--- config.mk ---
export PLATFORM = sky130hd
export DESIGN_NAME = moisture_hysteresis_controller
export DESIGN_NICKNAME = d
export VERILOG_FILES = /design/src/hw/rtl/mhc_pkg.sv /design/src/hw/rtl/mhc_regs.sv /design/src/hw/rtl/mhc_serdiv.sv /design/src/hw/rtl/moisture_hysteresis_controller.sv
export SDC_FILE = /design/constraint.sdc
export NUM_CORES = 1
export LEC_CHECK = 0
export BUFFER_PORTS_ARGS = -buffer_cell sky130_fd_sc_hd__buf_2
export CORE_UTILIZATION = 50
export CTS_CLUSTER_DIAMETER = 200
export DETAILED_ROUTE_END_ITERATION = 10
export PLACE_DENSITY = 0.72
export SLEW_MARGIN = 0
export SYNTH_ARGS = -nofsm -noshare
export SYNTH_HDL_FRONTEND = slang
export SYNTH_SLANG_ARGS = --single-unit
--- constraint.sdc ---
create_clock -name i_clk -period 6.44 [get_ports i_clk]
set_clock_uncertainty 0.2 [all_clocks]
set_input_delay 1.61 -clock i_clk [delete_from_list [all_inputs] [get_ports i_clk]]
set_output_delay 1.61 -clock i_clk [all_outputs]
set_load 0.05 [all_outputs]
--- src/hw/rtl/mhc_pkg.sv ---
// shared types and constants for the moisture hysteresis controller
// no dependencies; imported by every module of the block
package mhc_pkg;

    localparam int APB_AW = 4;

    localparam logic [1:0] REG_MODE = 2'd0;
    localparam logic [1:0] REG_LOW  = 2'd1;
    localparam logic [1:0] REG_MID  = 2'd2;
    localparam logic [1:0] REG_HIGH = 2'd3;

    localparam logic [1:0] MODE_MANUAL   = 2'd0;
    localparam logic [1:0] MODE_HUMIDITY = 2'd1;

    localparam logic [6:0] RST_LOW  = 7'd40;
    localparam logic [6:0] RST_MID  = 7'd50;
    localparam logic [6:0] RST_HIGH = 7'd60;

    localparam logic [9:0] SENSOR_DRY = 10'd850;
    localparam logic [9:0] SENSOR_WET = 10'd735;
    localparam logic [6:0] SENSOR_SPAN = 7'd115;
    localparam logic [6:0] PCT_FULL = 7'd100;
    localparam logic [7:0] LVL_HALF = 8'd127;
    localparam logic [7:0] LVL_FULL = 8'd255;
    localparam logic [7:0] LVL_TOP_BLUE = 8'd254;

    typedef struct packed {
        logic [1:0] mode;
        logic [6:0] lo;
        logic [6:0] md;
        logic [6:0] hi;
    } t_cfg;

    typedef enum logic [2:0] {
        ST_IDLE,
        ST_PCT,
        ST_CSET,
        ST_COL,
        ST_HOLD
    } t_state;

    typedef enum logic [1:0] {
        SEG_LOW,
        SEG_MID,
        SEG_HIGH,
        SEG_TOP
    } t_seg;

endpackage

--- src/hw/rtl/mhc_regs.sv ---
// apb-style configuration registers: mode and the three thresholds
// depends on mhc_pkg
module mhc_regs import mhc_pkg::*; (
    input  logic              i_clk,
    input  logic              i_rst_n,
    input  logic              psel,
    input  logic              penable,
    input  logic              pwrite,
    input  logic [APB_AW-1:0] paddr,
    input  logic [31:0]       pwdata,
    output logic [31:0]       prdata,
    output t_cfg              o_cfg,
    output logic              o_mode_wr
);

    t_cfg r_cfg;
    logic w_wr;

    assign w_wr = psel && penable && pwrite;
    assign o_mode_wr = w_wr && (paddr[3:2] == REG_MODE);
    assign o_cfg = r_cfg;

    always_ff @(posedge i_clk) begin
        if (!i_rst_n) begin
            r_cfg.mode <= MODE_MANUAL;
            r_cfg.lo   <= RST_LOW;
            r_cfg.md   <= RST_MID;
            r_cfg.hi   <= RST_HIGH;
        end else if (w_wr) begin
            case (paddr[3:2])
                REG_MODE: r_cfg.mode <= pwdata[1:0];
                REG_LOW:  r_cfg.lo   <= pwdata[6:0];
                REG_MID:  r_cfg.md   <= pwdata[6:0];
                REG_HIGH: r_cfg.hi   <= pwdata[6:0];
                default: ;
            endcase
        end
    end

    always_comb begin
        case (paddr[3:2])
            REG_MODE: prdata = {30'd0, r_cfg.mode};
            REG_LOW:  prdata = {25'd0, r_cfg.lo};
            REG_MID:  prdata = {25'd0, r_cfg.md};
            REG_HIGH: prdata = {25'd0, r_cfg.hi};
            default:  prdata = 32'd0;
        endcase
    end

endmodule

--- src/hw/rtl/mhc_serdiv.sv ---
// bit-serial restoring divider, one quotient bit per cycle, 8 steps
// caller guarantees dividend < divisor * 256; depends on mhc_pkg
module mhc_serdiv import mhc_pkg::*; (
    input  logic        i_clk,
    input  logic        i_rst_n,
    input  logic        i_start,
    input  logic [13:0] i_dividend,
    input  logic [6:0]  i_divisor,
    output logic        o_done,
    output logic [7:0]  o_quot
);

    logic [6:0] r_rem;
    logic [7:0] r_sh;
    logic [6:0] r_div;
    logic [2:0] r_cnt;
    logic       r_busy;
    logic       r_done;

    logic [7:0] w_trial;
    logic [7:0] w_diff;
    logic       w_ge;

    assign w_trial = {r_rem, r_sh[7]};
    assign w_diff  = w_trial - {1'b0, r_div};
    assign w_ge    = w_trial >= {1'b0, r_div};

    always_ff @(posedge i_clk) begin
        if (!i_rst_n) begin
            r_busy <= 1'b0;
            r_done <= 1'b0;
            r_cnt  <= 3'd0;
        end else begin
            r_done <= r_busy && (r_cnt == 3'd7);
            if (i_start) begin
                r_busy <= 1'b1;
                r_cnt  <= 3'd0;
            end else if (r_busy) begin
                r_cnt <= r_cnt + 3'd1;
                if (r_cnt == 3'd7) begin
                    r_busy <= 1'b0;
                end
            end
        end
    end

    // remainder and low dividend bits shift left, quotient enters at the bottom
    always_ff @(posedge i_clk) begin
        if (i_start) begin
            r_rem <= {1'b0, i_dividend[13:8]};
            r_sh  <= i_dividend[7:0];
            r_div <= i_divisor;
        end else if (r_busy) begin
            r_rem <= w_ge ? w_diff[6:0] : w_trial[6:0];
            r_sh  <= {r_sh[6:0], w_ge};
        end
    end

    assign o_done = r_done;
    assign o_quot = r_sh;

endmodule

--- src/hw/rtl/moisture_hysteresis_controller.sv ---
// top level: sample to percent, valve hysteresis, colour map to pwm compares
// depends on mhc_pkg, mhc_regs, mhc_serdiv
//
//  channel  | valid        | stall        | payload
//  ---------+--------------+--------------+----------------------------------------
//  sample   | i_in_valid   | o_in_stall   | i_adc_sample
//  result   | o_out_valid  | i_out_stall  | o_moisture_percent, o_valve_open,
//           |              |              | o_red/green/blue_compare
//  config   | psel/penable | pready (=1)  | paddr, pwdata, prdata
//
// a request runs through ST_PCT, ST_CSET, ST_COL and ST_HOLD before the next acceptance:
// 8 serial steps for the percent and 8 for the colour pair on two divider lanes,
// plus set-up, capture and hand-off states; the result is registered on leaving ST_HOLD.
// a finished result waits in the output register while the next sample is taken.
// synchronous active-low reset closes the valve and restores the threshold defaults.
module moisture_hysteresis_controller import mhc_pkg::*; (
    input  logic              i_clk,
    input  logic              i_rst_n,
    input  logic              i_in_valid,
    output logic              o_in_stall,
    input  logic [9:0]        i_adc_sample,
    output logic              o_out_valid,
    input  logic              i_out_stall,
    output logic [6:0]        o_moisture_percent,
    output logic              o_valve_open,
    output logic [7:0]        o_red_compare,
    output logic [7:0]        o_green_compare,
    output logic [7:0]        o_blue_compare,
    input  logic              psel,
    input  logic              penable,
    input  logic              pwrite,
    input  logic [APB_AW-1:0] paddr,
    input  logic [31:0]       pwdata,
    output logic [31:0]       prdata,
    output logic              pready
);

    function automatic logic [13:0] times128(input logic [6:0] x);
        times128 = {x, 7'd0};
    endfunction

    function automatic logic [13:0] times127(input logic [6:0] x);
        times127 = {x, 7'd0} - {7'd0, x};
    endfunction

    t_cfg   w_cfg;
    logic   w_mode_wr;
    t_state r_state, n_state;
    t_seg   r_seg, w_seg;

    logic        w_in_acc, w_out_free;
    logic [9:0]  w_clamp;
    logic [6:0]  w_offs;
    logic [13:0] w_pct_num;
    logic [6:0]  w_pct;

    logic        a_start, a_done, b_start, b_done;
    logic [13:0] a_dividend, b_dividend, w_col_a, w_col_b;
    logic [6:0]  a_divisor, w_col_div;
    logic [7:0]  a_quot, b_quot;

    logic [6:0] r_pct;
    logic       r_valve;
    logic [7:0] r_res_r, r_res_g, r_res_b;
    logic [7:0] w_lvl_r, w_lvl_g, w_lvl_b;
    logic       r_o_valid;
    logic [6:0] r_o_pct;
    logic       r_o_valve;
    logic [7:0] r_o_r, r_o_g, r_o_b;

    mhc_regs u_regs (
        .i_clk     (i_clk),
        .i_rst_n   (i_rst_n),
        .psel      (psel),
        .penable   (penable),
        .pwrite    (pwrite),
        .paddr     (paddr),
        .pwdata    (pwdata),
        .prdata    (prdata),
        .o_cfg     (w_cfg),
        .o_mode_wr (w_mode_wr)
    );

    assign pready = 1'b1;

    assign o_in_stall = (r_state != ST_IDLE);
    assign w_in_acc   = i_in_valid && !o_in_stall;
    assign w_out_free = !r_o_valid || !i_out_stall;

    // clamp and offset; the quotient of offs*100/115 stays below 101
    always_comb begin
        if (i_adc_sample > SENSOR_DRY) begin
            w_clamp = SENSOR_DRY;
        end else if (i_adc_sample < SENSOR_WET) begin
            w_clamp = SENSOR_WET;
        end else begin
            w_clamp = i_adc_sample;
        end
    end

    assign w_offs    = w_clamp[6:0] - SENSOR_WET[6:0];
    assign w_pct_num = 14'(w_offs) * 14'(PCT_FULL);
    assign w_pct     = PCT_FULL - a_quot[6:0];

    // segment choice and operands of the two colour divisions
    always_comb begin
        if (r_pct < w_cfg.lo) begin
            w_seg     = SEG_LOW;
            w_col_a   = times128(r_pct);
            w_col_b   = times127(r_pct);
            w_col_div = w_cfg.lo;
        end else if (r_pct < w_cfg.md) begin
            w_seg     = SEG_MID;
            w_col_a   = times127(r_pct - w_cfg.lo);
            w_col_b   = times128(r_pct - w_cfg.lo);
            w_col_div = w_cfg.md - w_cfg.lo;
        end else if (r_pct < w_cfg.hi) begin
            w_seg     = SEG_HIGH;
            w_col_a   = times128(w_cfg.hi - r_pct);
            w_col_b   = times127(r_pct - w_cfg.md);
            w_col_div = w_cfg.hi - w_cfg.md;
        end else begin
            w_seg     = SEG_TOP;
            w_col_a   = times127(PCT_FULL - r_pct);
            w_col_b   = times127(r_pct - w_cfg.hi);
            w_col_div = PCT_FULL - w_cfg.hi;
        end
    end

    assign a_start    = w_in_acc || (r_state == ST_CSET);
    assign a_dividend = (r_state == ST_CSET) ? w_col_a : w_pct_num;
    assign a_divisor  = (r_state == ST_CSET) ? w_col_div : SENSOR_SPAN;
    assign b_start    = (r_state == ST_CSET);
    assign b_dividend = w_col_b;

    mhc_serdiv u_div_a (
        .i_clk      (i_clk),
        .i_rst_n    (i_rst_n),
        .i_start    (a_start),
        .i_dividend (a_dividend),
        .i_divisor  (a_divisor),
        .o_done     (a_done),
        .o_quot     (a_quot)
    );

    mhc_serdiv u_div_b (
        .i_clk      (i_clk),
        .i_rst_n    (i_rst_n),
        .i_start    (b_start),
        .i_dividend (b_dividend),
        .i_divisor  (w_col_div),
        .o_done     (b_done),
        .o_quot     (b_quot)
    );

    // colour levels from the two quotients
    always_comb begin
        case (r_seg)
            SEG_LOW: begin
                w_lvl_r = LVL_FULL - a_quot;
                w_lvl_g = b_quot;
                w_lvl_b = 8'd0;
            end
            SEG_MID: begin
                w_lvl_r = LVL_HALF - a_quot;
                w_lvl_g = LVL_HALF + b_quot;
                w_lvl_b = 8'd0;
            end
            SEG_HIGH: begin
                w_lvl_r = 8'd0;
                w_lvl_g = LVL_HALF + a_quot;
                w_lvl_b = b_quot;
            end
            default: begin
                w_lvl_r = 8'd0;
                // last segment is empty when high sits at 100
                if (w_cfg.hi == PCT_FULL) begin
                    w_lvl_g = 8'd0;
                    w_lvl_b = LVL_TOP_BLUE;
                end else begin
                    w_lvl_g = a_quot;
                    w_lvl_b = LVL_HALF + b_quot;
                end
            end
        endcase
    end

    always_ff @(posedge i_clk) begin
        if (!i_rst_n) begin
            r_state <= ST_IDLE;
        end else begin
            r_state <= n_state;
        end
    end

    always_comb begin
        n_state = r_state;
        case (r_state)
            ST_IDLE: if (w_in_acc) n_state = ST_PCT;
            ST_PCT:  if (a_done) n_state = ST_CSET;
            ST_CSET: n_state = ST_COL;
            ST_COL:  if (a_done && b_done) n_state = ST_HOLD;
            ST_HOLD: if (w_out_free) n_state = ST_IDLE;
            default: n_state = ST_IDLE;
        endcase
    end

    always_ff @(posedge i_clk) begin
        if (!i_rst_n) begin
            r_valve <= 1'b0;
        end else if (w_mode_wr) begin
            r_valve <= 1'b0;
        end else if (r_state == ST_PCT && a_done) begin
            if (w_cfg.mode == MODE_HUMIDITY) begin
                if (w_pct > w_cfg.hi) begin
                    r_valve <= 1'b0;
                end else if (w_pct < w_cfg.lo) begin
                    r_valve <= 1'b1;
                end
            end else begin
                r_valve <= 1'b0;
            end
        end
    end

    always_ff @(posedge i_clk) begin
        if (r_state == ST_PCT && a_done) begin
            r_pct <= w_pct;
        end
        if (r_state == ST_CSET) begin
            r_seg <= w_seg;
        end
        if (r_state == ST_COL && a_done) begin
            r_res_r <= ~w_lvl_r;
            r_res_g <= ~w_lvl_g;
            r_res_b <= ~w_lvl_b;
        end
    end

    always_ff @(posedge i_clk) begin
        if (!i_rst_n) begin
            r_o_valid <= 1'b0;
        end else if (r_state == ST_HOLD && w_out_free) begin
            r_o_valid <= 1'b1;
        end else if (!i_out_stall) begin
            r_o_valid <= 1'b0;
        end
    end

    always_ff @(posedge i_clk) begin
        if (r_state == ST_HOLD && w_out_free) begin
            r_o_pct   <= r_pct;
            r_o_valve <= r_valve;
            r_o_r     <= r_res_r;
            r_o_g     <= r_res_g;
            r_o_b     <= r_res_b;
        end
    end

    assign o_out_valid        = r_o_valid;
    assign o_moisture_percent = r_o_pct;
    assign o_valve_open       = r_o_valve;
    assign o_red_compare      = r_o_r;
    assign o_green_compare    = r_o_g;
    assign o_blue_compare     = r_o_b;

endmodule

==> results_dict.tcl, run 1 <==
set metrics [dict create \
    run_status "finished, final reports clean" \
    fmax_mhz 167.5 \
    r2r-start "r_pct[2]" \
    clk_pin_slew_worst_paths_ns 0.07 \
    synth.area.top_cells "edfxtp_1 (28%), ha_1 (11%), dfxtp_1 (7.0%), o21ai_0 (4.9%), xnor2_1 (3.8%)" \
    critPathArrivalTime_ns 5.94 \
    antenna_found_initial 0 \
    path_cells "buf_2 > a211o_1 > a21oi_1 > nor2b_1 > o211ai_1 > nand2b_1 > or2_2 > ha_1 > xnor2_1 > buf_4 > ha_1 > ha_1 > ha_1 > ha_1 > a21o_1 > a21o_1 > a21o_1 > a21oi_1 > o21ai_0 > xnor2_1 > o31ai_1 > o22ai_1" \
    cts_tree "built" \
    synthSimpleGateAreaFrac 0.1623 \
    cp_num_buf_inv 2 \
    synth_compound_area_frac 0.2057 \
    cts_buffers 17 \
    start_util 0.5168 \
    finalCritPeriodShare 0.9269 \
    num_rows 54 \
    track_usage 0.2541 \
    r2r_slack_ns 2.09 \
    start_kind "input port" \
    netlist_top_cells_count "o21ai_0 (111), edfxtp_1 (107), nand2_1 (107), ha_1 (104), nor2_1 (81)" \
    min_to "o_blue_compare[5]" \
    p_total_mw 2.637 \
    utilization 0.5651 \
    clockRootBuffer "clkbuf_16" \
    maxUsedRoutingLayer "met4" \
    synth_xor_area_frac 0.05359 \
    wire_per_inst_um 18.46 \
    syn_area_mm2 0.01142 \
    worstHoldPathCells 0 \
    power.density_mw_per_mm2 211.2 \
    post_cts.repair.setup_buffers 0 \
    fin_setup_tns_ns 0 \
    clk_path_buf_depth 2 \
    design_area_mm2 0.01249 \
    fill_cells 1948 \
    dieHeight_um 153.1 \
    ys_dominant_reg_cell "edfxtp_1" \
    timing.rr.end "u_div_a.r_div[6]" \
    hp-start "r_res_b[5]" \
    grt_pass1_vias 9111 \
    pre_cts_slack_ns 0.02614 \
    synth_top_area_share 0.2814 \
    end_kind "flop" \
    grt_max_degree 35 \
    placed_cell_area_mm2 0.01190 \
    pin_count 120 \
    worst_path_most_repeated_cell "ha_1" \
    ir_drop_v 0.0001747 \
    multi_input_area_mm2 0.006794 \
    htree_levels 4 \
    fin_ws_ns 0.4710 \
    grt_pass1_wl_mm 46.89 \
    wl_met3_mm 1.846 \
    clk_latency_ns 0.44 \
    seq_area_frac_synth 0.3516 \
    post-synth-top-area-cell "edfxtp_1" \
    die_area_mm2 0.02344 \
    synth-async-reset-ratio 0 \
    synth_top_family_by_area "compound AO/OA/AOI/OAI gates" \
    hold_viol_final 0 \
    setup_viol 0 \
    hp-class "flop to flop" \
    post-route-min-period_ns 5.969 \
    required_ns 6.41 \
    avgSynthCellArea_um2 9.033 \
    gp_congestion 0.9561 \
    dr.pass1.iters 5 \
    via_count 9710 \
    ys.warnings.count 0 \
    ff2ff_path_depth 8 \
    slew_viol_final 0 \
    synth_edf_count 107 \
    cts-resized-gates 0 \
    dpl.hpwl_mm 21.78 \
    drtIter0Drc 793 \
    rsz0062_at_grt "no" \
    dp.cells 1566 \
    relSlewSlack 0.2603 \
    final_cells 1598 \
    drv_cap 0 \
    wl_met2_mm 13.54 \
    crit_family "compound AO/OA/AOI/OAI gates" \
    ys_ff_latch 147 \
    die_w_um 153.1 \
    synthesis.instances 1264 \
    ant_nets 0 \
    totalWireLength_mm 29.50 \
    ff_latch_area_mm2 0.004014 \
    layout-drive-gt1-share 0.1077 \
    synth.most_common_cell "o21ai_0" \
    num_antenna_cells 0 \
    slowest_delay_ns 0.31 \
    io_buffers 66 \
    final_nets 1472 \
    wl_met1_mm 12.79 \
    core_region_area_mm2 0.02209 \
    critPathMaxFanout 4 \
    worst_path_max_delay_cell "ha_1" \
    p_leak_nw 5.046 \
    critPathKind "input port to flop" \
    muxShareOfSynthArea 0.03211 \
    grt_overflow_total 0 \
    syn2layout_area_growth_pct 9.359 \
    drc 0 \
    yosysUniqueCellTypes 75 \
    viasPerCell 6.076 \
    cts_hold_buf 0 \
    clock-sinks 147 \
    synthAdderAreaFrac 0.1315 \
    worst_pin_slew_ns 1.109 \
    holdWs_ns 0.2175 \
]
[cells in the final DEF, fill, tap and decap left out, drive strengths merged, types with 13 or more instances in the layout]
cell / n
edfxtp: 107
nor2b: 42
ha: 104
nor3: 33
a31oi: 13
conb: 26
dfxtp: 40
nand3: 22
a21oi: 74
xor2: 18
xnor2: 51
inv: 86
buf: 81
nand2b: 21
nand2: 107
mux2i: 31
or2: 14
a211oi: 17
clkbuf: 17
and2: 14
o21ai: 111
nor2: 81
a21o: 15
o211ai: 22
[where the power goes]
group	switching (mW)	total, mW	internal (mW)
Sequential	0.0418	1.09	1.05
Combinational	0.324	0.543	0.220
Clock	0.450	0.999	0.549
[layer usage]
metal | up-vias | GRT usage
met5 | - | 0
met4 | 0 | 0.1352
met3 | 90 | 0.03289
met2 | 405 | 0.4081
met1 | 4574 | 0.3342
li1 | 4641 | -
[sequential cells by signal (all words and copies together) (netlist names), 8 cells and up]
name / flops
u_regs.o_cfg: 23
o_blue_compare: 8
o_green_compare: 8
o_red_compare: 8
r_res_b: 8
r_res_g: 8
r_res_r: 8
u_div_a.o_quot: 8
u_div_b.o_quot: 8
[worst max-delay path by stage]
stage / startpoint / endpoint / slack, ns / cells past startpoint
finish: i_adc_sample[1] / u_div_a.r_rem[5] / 0.47 / 22
global route: i_adc_sample[1] / u_div_a.r_rem[5] / 0.09 / 22
CTS: i_adc_sample[1] / u_div_a.r_rem[5] / 0.47 / 22
detailed placement: i_adc_sample[1] / u_div_a.r_rem[5] / 0.03 / 22
global placement: i_adc_sample[1] / u_div_a.r_rem[5] / 0.09 / 22
floorplan: i_adc_sample[1] / u_div_a.r_rem[5] / 0.28 / 21
[kinds of logic (layout without fill, tap and decap cells)]
group,after synthesis,after routing
buffers and inverters,162,192
AO/OA/AOI/OAI,359,359
flip-flops,147,147
multiplexers,34,34
XOR/XNOR,69,69
adder cells (fa/ha/maj),114,114
other,2,26
AND/OR/NAND/NOR,377,377
[worst register-to-register path, delay by kind of cell, from the launching register on]
| family | cells | cell delay [ns] |
|---|---|---|
| buf+inv | 1 | 0.33 |
| mux | 2 | 0.48 |
| fa+ha+maj | 1 | 0.62 |
| simple gates | 1 | 0.75 |
| compound gates | 3 | 0.87 |
| flops | 1 | 0.84 |
[area by class of cell]
| type | instances | area share |
|---|---|---|
| tap | 280 | 0.02806 |
| multi-input combinational | 979 | 0.5441 |
| timing repair buffer | 81 | 0.03547 |
| sequential | 147 | 0.3215 |
| clock buffer | 17 | 0.03407 |
| clock inverter | 15 | 0.01303 |
| inverter | 79 | 0.02375 |
No activity file was read; power rests on OpenSTA's default activity.
==> inputs of run 2 (changes only) <==
--- a/config.mk
+++ b/config.mk
@@ -7,6 +7,7 @@
 export LEC_CHECK = 0
 export BUFFER_PORTS_ARGS = -buffer_cell sky130_fd_sc_hd__buf_2
 export CORE_UTILIZATION = 50
+export CTS_BUF_LIST = sky130_fd_sc_hd__clkbuf_2 sky130_fd_sc_hd__clkbuf_4 sky130_fd_sc_hd__clkbuf_8
 export CTS_CLUSTER_DIAMETER = 200
 export DETAILED_ROUTE_END_ITERATION = 10
 export PLACE_DENSITY = 0.72
==> results_dict.tcl, run 2 (synthesized netlist as in run 1, its figures left out) <==
set metrics [dict create \
    clk_latency_ns 0.48 \
    cts_buffers 17 \
    relSlewSlack 0.2475 \
    critPathKind "input port to flop" \
    slew_viol_final 0 \
    run_status "finished, final reports clean" \
    setup.worst_path.start "i_adc_sample[1]" \
    ant_nets 0 \
    gp_congestion 0.9561 \
    dieHeight_um 153.1 \
    worst_path_most_repeated_cell "ha_1" \
    antenna_found_initial 0 \
    io_buffers 66 \
    post_cts.repair.setup_buffers 0 \
    num_rows 54 \
    layout-drive-gt1-share 0.1077 \
    track_usage 0.2520 \
    cts-resized-gates 0 \
    multi_input_area_mm2 0.006794 \
    num_antenna_cells 0 \
    htree_levels 4 \
    grt_pass1_vias 9013 \
    die_area_mm2 0.02344 \
    setup_viol 0 \
    critPathMaxFanout 4 \
    drv_cap 0 \
    critPathArrivalTime_ns 5.95 \
    ir_drop_v 0.0001609 \
    worst_pin_slew_ns 1.129 \
    die_w_um 153.1 \
    slowest_delay_ns 0.31 \
    final_common_cell "o21ai_0" \
    cts_tree "built" \
    clockRootBuffer "clkbuf_8" \
    layout_common_cells "o21ai_0 (110), nand2_1 (107), edfxtp_1 (107), ha_1 (104), nor2_1 (81)" \
    required_ns 6.47 \
    fmax_mhz 168.8 \
    ff2ff_path_depth 13 \
    grt_pass1_wl_mm 46.38 \
    largest_reg_flops 23 \
    dpl.hpwl_mm 21.78 \
    end_kind "flop" \
    pin_count 120 \
    core_region_area_mm2 0.02209 \
    clk_pin_slew_worst_paths_ns 0.10 \
    clock-sinks 147 \
    crit_path_end "u_div_a.r_rem[5]" \
    ff_latch_area_mm2 0.004014 \
    dr.pass1.iters 5 \
    r2r_slack_ns 2.09 \
    p_leak_nw 4.959 \
    totalWireLength_mm 29.18 \
    power.density_mw_per_mm2 193.2 \
    r2r-start "r_pct[0]" \
    fin_setup_tns_ns 0 \
    post-route-min-period_ns 5.923 \
    syn2layout_area_growth_pct 7.682 \
    cts_hold_buf 0 \
    wire_per_inst_um 18.26 \
    clk_path_buf_depth 2 \
    hold_viol_final 0 \
    rsz0062_at_grt "no" \
    final_nets 1472 \
    path_cells "buf_2 > a211o_1 > a21oi_1 > nor2b_1 > o211ai_1 > nand2b_1 > or2_2 > ha_1 > xnor2_1 > buf_4 > ha_1 > ha_1 > ha_1 > ha_1 > a21o_1 > a21o_1 > a21o_1 > a21oi_1 > o21ai_0 > xnor2_1 > o31ai_1 > o22ai_1" \
    grt_overflow_total 0 \
    fill_cells 1972 \
    finalCritPeriodShare 0.9197 \
    timing.rr.end "u_div_b.r_rem[5]" \
    start_util 0.5168 \
    start_kind "input port" \
    grt_max_degree 35 \
    drtIter0Drc 701 \
    viasPerCell 6.044 \
    holdWs_ns 0.2219 \
    via_count 9658 \
    hp-class "flop to flop" \
    worst_path_max_delay_cell "ha_1" \
    p_total_mw 2.376 \
    drc 0 \
    utilization 0.5565 \
]
[run 2: where the power goes]
| group | internal [mW] | switching [mW] | total (mW) |
|---|---|---|---|
| clock network | 0.322 | 0.420 | 0.742 |
| registers | 1.05 | 0.0423 | 1.09 |
| logic | 0.218 | 0.321 | 0.539 |
| total | 1.59 | 0.783 | 2.38 |
[run 2: critical path: cells and delay by family]
| kind | cells | cell delay (ns) |
|---|---|---|
| xor+xnor | 2 | 0.39 |
| compound gates | 10 | 1.89 |
| buf+inv | 2 | 0.27 |
| fa+ha+maj | 5 | 1.34 |
| simple gates | 3 | 0.45 |
[run 2: final cells by class]
| class | instances | share of cell area |
|---|---|---|
| well taps | 280 | 0.02850 |
| repair buffers | 81 | 0.03603 |
| multi-input cells | 979 | 0.5526 |
| flip-flops and latches | 147 | 0.3265 |
| inverters | 79 | 0.02412 |
| clock buffers | 17 | 0.01903 |
| clock inverters | 15 | 0.01323 |
[run 2: how the worst min path moves through the flow]
stage                          start                  to  slack (ns)  cells after the start
after global routing      r_res_b[5]   o_blue_compare[5]        0.23                      0
after global placement    r_res_g[6]  o_green_compare[6]        0.20                      0
after floorplan           r_res_b[0]   o_blue_compare[0]        0.20                      0
after detailed placement  r_res_b[4]   o_blue_compare[4]        0.20                      0
final                     r_res_b[5]   o_blue_compare[5]        0.22                      0
after CTS                 r_res_b[4]   o_blue_compare[4]        0.22                      0
[run 2: stage by stage]
stage                     setup WS, ns  std cells  instance area, um2
after floorplan                 0.2774       1288               11510
after global routing            0.1541       1598               12290
after global placement         0.09177       1566               11900
after detailed placement       0.02614       1566               11900
final                           0.5173       1598               12290
after CTS                       0.5317       1598               12290
[run 2: layer usage]
metal	global-route usage	vias to the layer above	wire length [um]
met5	0	-	0
met4	0.1294	0	1224
met3	0.03714	83	1752
met2	0.4047	377	13310
met1	0.3306	4570	12890
li1	-	4628	-
